**src/design/gbfs_pkg.sv**
```systemverilog
// Package for the glyph box-filter scaler: shared constants, register indexes
// and the command/status structs between controller and datapath.
// No dependencies.
`timescale 1ns / 1ps

package gbfs_pkg;

	// Item opcodes
	localparam logic OP_LOAD  = 1'b0;
	localparam logic OP_QUERY = 1'b1;

	// Configuration register indexes
	localparam int CFG_IDX_W = 2;
	localparam logic [CFG_IDX_W-1:0] CFG_CELL_WIDTH  = 2'd0;
	localparam logic [CFG_IDX_W-1:0] CFG_CELL_HEIGHT = 2'd1;
	localparam logic [CFG_IDX_W-1:0] CFG_UPPER_ONLY  = 2'd2;

	// Cell size handling
	localparam int CELL_W = 7;
	localparam logic [CELL_W-1:0] DEF_CELL_WIDTH  = 7'd8;
	localparam logic [CELL_W-1:0] DEF_CELL_HEIGHT = 7'd12;
	localparam logic [CELL_W-1:0] MAX_CELL        = 7'd64;
	localparam int MAX_CELL_INT = 64;

	// Code remap and block graphics range
	localparam logic [7:0] REMAP_LIMIT  = 8'h20;
	localparam logic [7:0] REMAP_OFFSET = 8'h40;
	localparam logic [7:0] GFX_FIRST    = 8'd128;
	localparam logic [7:0] GFX_LAST     = 8'd191;

	// x/3 for x <= 64 as (x * THIRD_MUL) >> THIRD_SHIFT
	localparam int THIRD_MUL_W = 14;
	localparam logic [THIRD_MUL_W-1:0] THIRD_MUL = 14'd171;
	localparam int THIRD_SHIFT = 9;

	typedef struct packed {
		logic latch;   // take the input beat into the working registers
		logic setup;   // resolve cell size, code remap and store base
		logic prep;    // per-query overlap lanes and block graphics
		logic write;   // write the glyph row of a load
		logic scan;    // read and weigh one source row
		logic emit;    // load the result register
	} cmd_t;

	typedef struct packed {
		logic is_query;  // working item is a pixel query
		logic direct;    // query needs no scan (outside cell or block graphics)
		logic last_row;  // scan is on the final source row
	} sts_t;

endpackage

```
**src/design/gbfs_ctrl.sv**
```systemverilog
// Controller for the glyph box-filter scaler: sequences one item through
// setup, a glyph row write or a row scan, and result hand-off. Depends on gbfs_pkg.
`timescale 1ns / 1ps

module gbfs_ctrl (
	input  logic          clk,
	input  logic          arst_n,
	input  logic          in_valid,
	output logic          in_stall,
	output logic          out_valid,
	input  logic          out_stall,
	input  gbfs_pkg::sts_t sts,
	output gbfs_pkg::cmd_t cmd
);

	typedef enum logic [2:0] {
		ST_IDLE,
		ST_SETUP,
		ST_PREP,
		ST_WRITE,
		ST_SCAN,
		ST_DRAIN,
		ST_DONE
	} state_t;

	state_t state_q;
	logic   out_valid_q;
	logic   out_free;

	assign out_free  = !out_valid_q || !out_stall;
	assign in_stall  = (state_q != ST_IDLE);
	assign out_valid = out_valid_q;

	always_comb begin
		cmd       = '0;
		cmd.latch = (state_q == ST_IDLE) && in_valid;
		cmd.setup = (state_q == ST_SETUP);
		cmd.prep  = (state_q == ST_PREP);
		cmd.write = (state_q == ST_WRITE);
		cmd.scan  = (state_q == ST_SCAN);
		cmd.emit  = (state_q == ST_DONE) && out_free;
	end

	always_ff @(posedge clk or negedge arst_n) begin
		if (!arst_n) begin
			state_q     <= ST_IDLE;
			out_valid_q <= 1'b0;
		end else begin
			if (out_valid_q && !out_stall) begin
				out_valid_q <= 1'b0;
			end
			unique case (state_q)
				ST_IDLE: begin
					if (in_valid) begin
						state_q <= ST_SETUP;
					end
				end
				ST_SETUP: begin
					state_q <= sts.is_query ? ST_PREP : ST_WRITE;
				end
				ST_PREP: begin
					state_q <= sts.direct ? ST_DONE : ST_SCAN;
				end
				ST_WRITE: begin
					state_q <= ST_DONE;
				end
				ST_SCAN: begin
					if (sts.last_row) begin
						state_q <= ST_DRAIN;
					end
				end
				ST_DRAIN: begin
					// last row read is still being weighed
					state_q <= ST_DONE;
				end
				ST_DONE: begin
					if (out_free) begin
						out_valid_q <= 1'b1;
						state_q     <= ST_IDLE;
					end
				end
				default: begin
					state_q <= ST_IDLE;
				end
			endcase
		end
	end

endmodule

```
**config.mk**
```make
export PLATFORM = sky130hd
export DESIGN_NAME = gbfs_ctrl
export DESIGN_NICKNAME = d
export VERILOG_FILES = /design/src/design/gbfs_pkg.sv /design/src/design/gbfs_ctrl.sv
export SDC_FILE = /design/constraint.sdc
export NUM_CORES = 1
export LEC_CHECK = 0
export BUFFER_PORTS_ARGS = -buffer_cell sky130_fd_sc_hd__buf_2
export CORE_AREA = 3 3 40 42
export DETAILED_ROUTE_END_ITERATION = 7
export DIE_AREA = 0 0 43 45
export PLACE_DENSITY = 0.39
export SETUP_SLACK_MARGIN = 0.02
export SLEW_MARGIN = 20
export SYNTH_ARGS = -nofsm -noshare
export SYNTH_HDL_FRONTEND = slang
export SYNTH_SLANG_ARGS = --single-unit
```
**constraint.sdc**
```tcl
create_clock -name clk -period 0.9 [get_ports clk]
set_input_delay 0.09 -clock clk [delete_from_list [all_inputs] [get_ports clk]]
set_output_delay 0.09 -clock clk [all_outputs]
set_load 0.02 [all_outputs]
```
==> flow_summary.json, run 1 <==
{
  "status": "finished, violations left",
  "violations": "negative setup slack",
  "seq_area_frac_synth_pct": 40.20,
  "grt_pass1_wl_um": 1435,
  "netlist_top_cells_count": "4 x dfrtp_1, 3 x nor3b_1, 2 x a21oi_1, 2 x nand2_1, 2 x nand3b_1",
  "start_util_pct": 19.38,
  "whs_path_depth": 3,
  "reg2reg_setup_slack_ns": -0.37,
  "crit_start": "state_q[1]",
  "skew_ns": 0.005477,
  "drive_above_1_share_pct": 78.57,
  "clock-root-buffer": "clkbuf_4",
  "grt_overflow": 0,
  "r2r_cells": 5,
  "fillers": 125,
  "post-route-period-util_pct": 148.1,
  "detail_route.first_pass.iterations": 2,
  "ir_drop_v": 0.001413,
  "crit_path_end": "in_stall",
  "startpoint_type": "flop",
  "placed_cells": 59,
  "rsz0062_at_grt": "yes",
  "grt_use_total_pct": 9.675,
  "relSlewSlack_pct": 89.28,
  "core_area_um2": 1285,
  "place.gp.congestion": 0.6659,
  "max_freq_ghz": 0.7502,
  "ys_ff_latch": 4,
  "synth_ff_type": "dfrtp_1",
  "syn_nets": 33,
  "dieArea_um2": 1935,
  "wl_met3_um": 52,
  "fp.dieW_um": 43,
  "row_count": 13,
  "avgSynthCellArea_um2": 9.577,
  "vias": 316,
  "hold_class": "in2reg",
  "synth.most_common_cell": "dfrtp_1",
  "grt_pass1_vias": 345,
  "worstPathRequired_ns": 0.81,
  "synthCells": 26,
  "synth_warnings": 0,
  "drt_iter0_drc": 4,
  "drc": 0,
  "area_delta_synth_final_pct": 142.2,
  "fin_crit_ns": 1.333,
  "powerDensity_nw_per_um2": 3816,
  "routed_wl_um": 812,
  "yosysTopAreaCellShare_pct": 40.20,
  "synthArstFlopShare_pct": 100.0,
  "top_layer_used": "met3",
  "fin_nets": 64,
  "antenna_found_initial": 0,
  "cts_tree": "yes",
  "ant_nets": 0,
  "setup-tns-final_ns": -3.686,
  "diodes": 0,
  "clock-sinks": 4,
  "hold_viol_final": 0,
  "cts_max_level": 1,
  "maxCapViolCount": 0,
  "top_level_ports": 15,
  "final_util_pct": 46.93,
  "timing.rr.end": "state_q[1]",
  "fin_cells": 71,
  "r2r_start": "state_q[0]",
  "yosys.area.top_type": "dfrtp_1",
  "synth_edf_count": 0,
  "arrival_ns": 1.24,
  "worst_pin_slew_ns": 0.1563,
  "synth.distinct_cells": 18,
  "setup_violations": 11,
  "hold_slack_ns": 0.1282,
  "clock_path_buffers": 2,
  "cts.clk_slew.worst_paths_ns": 0.04,
  "viasPerCell": 4.451,
  "insertion_delay_ns": 0.23,
  "power.leakage_uw": 0.0002783,
  "synth_area_um2": 249.0,
  "worstSetupPathType": "reg2out",
  "grt_max_degree": 13,
  "worst-path-max-fanout": 8,
  "wl_met1_um": 327,
  "port_buffers": 14,
  "fin_ws_ns": -0.4331,
  "netlist_top_cells_area": "dfrtp_1 40%, nor3b_1 9.0%, nand3b_1 6.0%",
  "wl_per_cell_um": 11.44,
  "cts_made_buffers": 3,
  "endpoint_kind": "output port",
  "maxSlewViolCount": 0,
  "met2WireLength_um": 431,
  "die_h_um": 45
}
-- worst min path at each step --
stage	from	end	slack, ns
4_1_cts	out_stall	out_valid	0.12
2_1_floorplan	arst_n	out_valid	-0.21
6_report	sts[2]	state_q[0]	0.13
3_3_place_gp	arst_n	state_q[2]	-0.10
3_5_place_dp	arst_n	out_valid	-0.10
5_1_grt	sts[2]	state_q[0]	0.13
-- cell type report --
type | instances | area, µm² | share of cell area [%]
inverters | 1 | 6.256 | 1.037
clock buffers | 4 | 26.28 | 4.357
well taps | 15 | 18.77 | 3.112
multi-input cells | 19 | 195.2 | 32.37
flip-flops and latches | 4 | 103.9 | 17.22
repair buffers | 28 | 252.7 | 41.91
-- sequential cells by signal, indices dropped and copies added, names as in the netlist --
name	flops
out_valid	1
state_q	3
-- cells in the final DEF (no fill, tap or decap), drive strengths merged --
cell         instances
a211oi               1
a21oi                2
a22oi                1
and2                 1
buf                 27
clkbuf               4
dfrtp                4
dlygate4sd3          1
inv                  1
mux2i                1
nand2                2
nand3b               2
nor2                 1
nor3                 1
nor3b                3
nor4b                1
o21a                 1
o21ai                1
or3                  1
-- through the flow --
stage,instance area [µm²],total power [µW],worst slack (ns)
2_1_floorplan,322.8,1202,-0.1075
5_1_grt,603.1,2457,-0.4675
3_3_place_gp,459.2,1627,-0.2835
4_1_cts,588.1,2258,-0.4267
6_report,603.1,2301,-0.4331
3_5_place_dp,459.2,1651,-0.2967
-- timing repair --
| action | 4_1_cts | 5_1_grt |
|---|---|---|
| cloned | 0 | 0 |
| hold buffers | 1 | 0 |
| setup endpoints to repair | 12 | 12 |
| pin swaps | 4 | 2 |
| setup buffers | 6 | 1 |
| endpoints found under the hold margin | 4 | 0 |
| resized for setup | 16 | 3 |
-- logic make-up after synthesis --
family	share of synthesized area, %
DFF	40.20
AOI/OAI and AO/OA	17.09
muxes	4.020
and+or+nand+nor	30.65
buffers and inverters	8.037
-- metal layers --
metal / vias to the layer above / GRT usage, %
met1: 149 / 11.62
li1: 157 / -
met3: 0 / 3.187
met2: 10 / 16.17
met5: - / 0
met4: 0 / 3.614
-- power breakdown --
group / internal (µW) / total (µW) / switching [µW]
Sequential: 281 / 436 / 155
Clock: 166 / 239 / 72.9
Combinational: 947 / 1630 / 678
Total: 1390 / 2300 / 906
-- critical path, stage by stage, from the launching register on --
cell and delay [ns]:
dfrtp_2 0.47, or3_4 0.41, buf_6 0.14
No activity file was read; power rests on OpenSTA's default activity.
==> inputs of run 2 (changes only) <==
Settings changed: MAX_ROUTING_LAYER set to met4.
==> run 2 against run 1 <==
  * The run still ends with negative setup slack left
  * Final area is the same
  * Register-to-register slack is essentially flat
  * Utilization is the same
  * Maximum frequency is essentially flat
  * Global-route usage grew 0.29 points
  * Flip-flop and latch count is the same
  * Power is essentially flat
  * Sequential share of layout area is the same
  * Critical path type unchanged
  * Critical endpoint unchanged
==> flow_summary.json, run 2 (synthesized netlist as in run 1, its figures left out) <==
{
  "status": "finished, violations left",
  "violations": "negative setup slack",
  "die_h_um": 45,
  "setup_violations": 11,
  "top_level_ports": 15,
  "place.gp.congestion": 0.6722,
  "seq_area_um2": 103.9,
  "vias": 316,
  "placed_cells": 59,
  "drive_above_1_share_pct": 78.57,
  "p_seq_share_pct": 19.0,
  "largest_reg_flops": 3,
  "hold_class": "in2reg",
  "wl_per_cell_um": 11.44,
  "maxSlewViolCount": 0,
  "swShare_pct": 39.35,
  "fin_crit_ns": 1.333,
  "worst_pin_slew_ns": 0.1563,
  "grt_max_degree": 13,
  "cts_tree": "yes",
  "multi_input_area_um2": 195.2,
  "max_freq_ghz": 0.7501,
  "r2r_cells": 5,
  "fp.dieW_um": 43,
  "relSlewSlack_pct": 89.28,
  "hold_viol_final": 0,
  "p_sw_uw": 905.0,
  "intPower_uw": 1395,
  "layout_commonest_cell": "buf_4",
  "diodes": 0,
  "worstPathRequired_ns": 0.81,
  "worst-path-max-fanout": 8,
  "powerDensity_nw_per_um2": 3813,
  "insertion_delay_ns": 0.23,
  "fillers": 125,
  "area_delta_synth_final_pct": 142.2,
  "cts_made_buffers": 3,
  "whs_path_depth": 3,
  "place_ws_ns": -0.2967,
  "worstSetupPathType": "reg2out",
  "post-route-period-util_pct": 148.1,
  "row_count": 13,
  "grt_use_total_pct": 9.966,
  "fin_ws_ns": -0.4331,
  "fin_nets": 64,
  "final_cell_mix": "11 x buf_4, 8 x buf_6, 6 x buf_2, 3 x clkbuf_4, 3 x dfrtp_2",
  "routed_wl_um": 812,
  "core_area_um2": 1285,
  "hold_slack_ns": 0.1282,
  "dieArea_um2": 1935,
  "antenna_found_initial": 0,
  "detail_route.first_pass.iterations": 2,
  "power.leakage_uw": 0.0002783,
  "largest-register": "state_q",
  "p_total_uw": 2300,
  "arrival_ns": 1.24,
  "start_util_pct": 19.38,
  "grt_overflow": 0,
  "drt_iter0_drc": 4,
  "fin_cells": 71,
  "setup-tns-final_ns": -3.686,
  "cts.clk_slew.worst_paths_ns": 0.04,
  "comb_power_share_pct": 70.6,
  "startpoint_type": "flop",
  "drc": 0,
  "clock-sinks": 4,
  "rsz0062_at_grt": "yes",
  "cts_max_level": 1,
  "viasPerCell": 4.451,
  "ant_nets": 0,
  "maxCapViolCount": 0,
  "grt_pass1_wl_um": 1428,
  "clock_path_buffers": 2,
  "skew_ns": 0.005477,
  "port_buffers": 14,
  "ir_drop_v": 0.001413,
  "clock-root-buffer": "clkbuf_4",
  "p_clk_share_pct": 10.4,
  "endpoint_kind": "output port",
  "grt_pass1_vias": 345
}
run 2: cell counts in the layout (fill, tap and decap cells not counted):
Identical to the previous run, type by type.
run 2: worst paths after layout:
path / from / to / slack, ns
worst min-delay path: sts[2] / state_q[0] / 0.13
min in group asynchronous: arst_n / state_q[0] / 0.19
max in group asynchronous: arst_n / out_valid / 0.57
worst max register to register: state_q[0] / state_q[1] / -0.37
worst max-delay path: state_q[1] / in_stall / -0.43
worst min register to register: out_valid / out_valid / 0.66
run 2: power by group through the flow:
stage	registers [µW]	logic [µW]	clock network (µW)
global route	460	1740	261
detailed placement	451	1200	0
finish	436	1620	239
CTS	429	1590	243
floorplan	410	792	0
global placement	444	1180	0
run 2: worst max-delay path, stage by stage, from the launching register on:
cell and delay, ns:
dfrtp_2 0.47, or3_4 0.41, buf_6 0.14
run 2: final cells by class:
cell class | instances | share of cell area (%)
tap | 15 | 3.112
multi-input combinational | 19 | 32.37
inverter | 1 | 1.037
sequential | 4 | 17.22
timing repair buffer | 28 | 41.91
clock buffer | 4 | 4.357
run 2: timing repair:
action	in CTS	in global routing
hold buffers	1	0
buffers inserted	6	1
pin swaps	4	2
hold endpoints to repair	4	0
gates resized for setup	16	3
endpoints found under the setup margin	12	12
run 2: stage by stage:
step | util (%) | instance area, µm²
5_1_grt | 46.93 | 603.1
6_report | 46.93 | 603.1
3_3_place_gp | 35.74 | 459.2
4_1_cts | 45.76 | 588.1
2_1_floorplan | - | 322.8
3_5_place_dp | 35.74 | 459.2
run 2: metal layers:
layer	GRT usage [%]	wire length [µm]	vias up
met5	-	0	-
met4	3.614	0	0
met3	2.789	44	0
met2	15.87	431	10
met1	12.11	336	149
li1	-	-	157
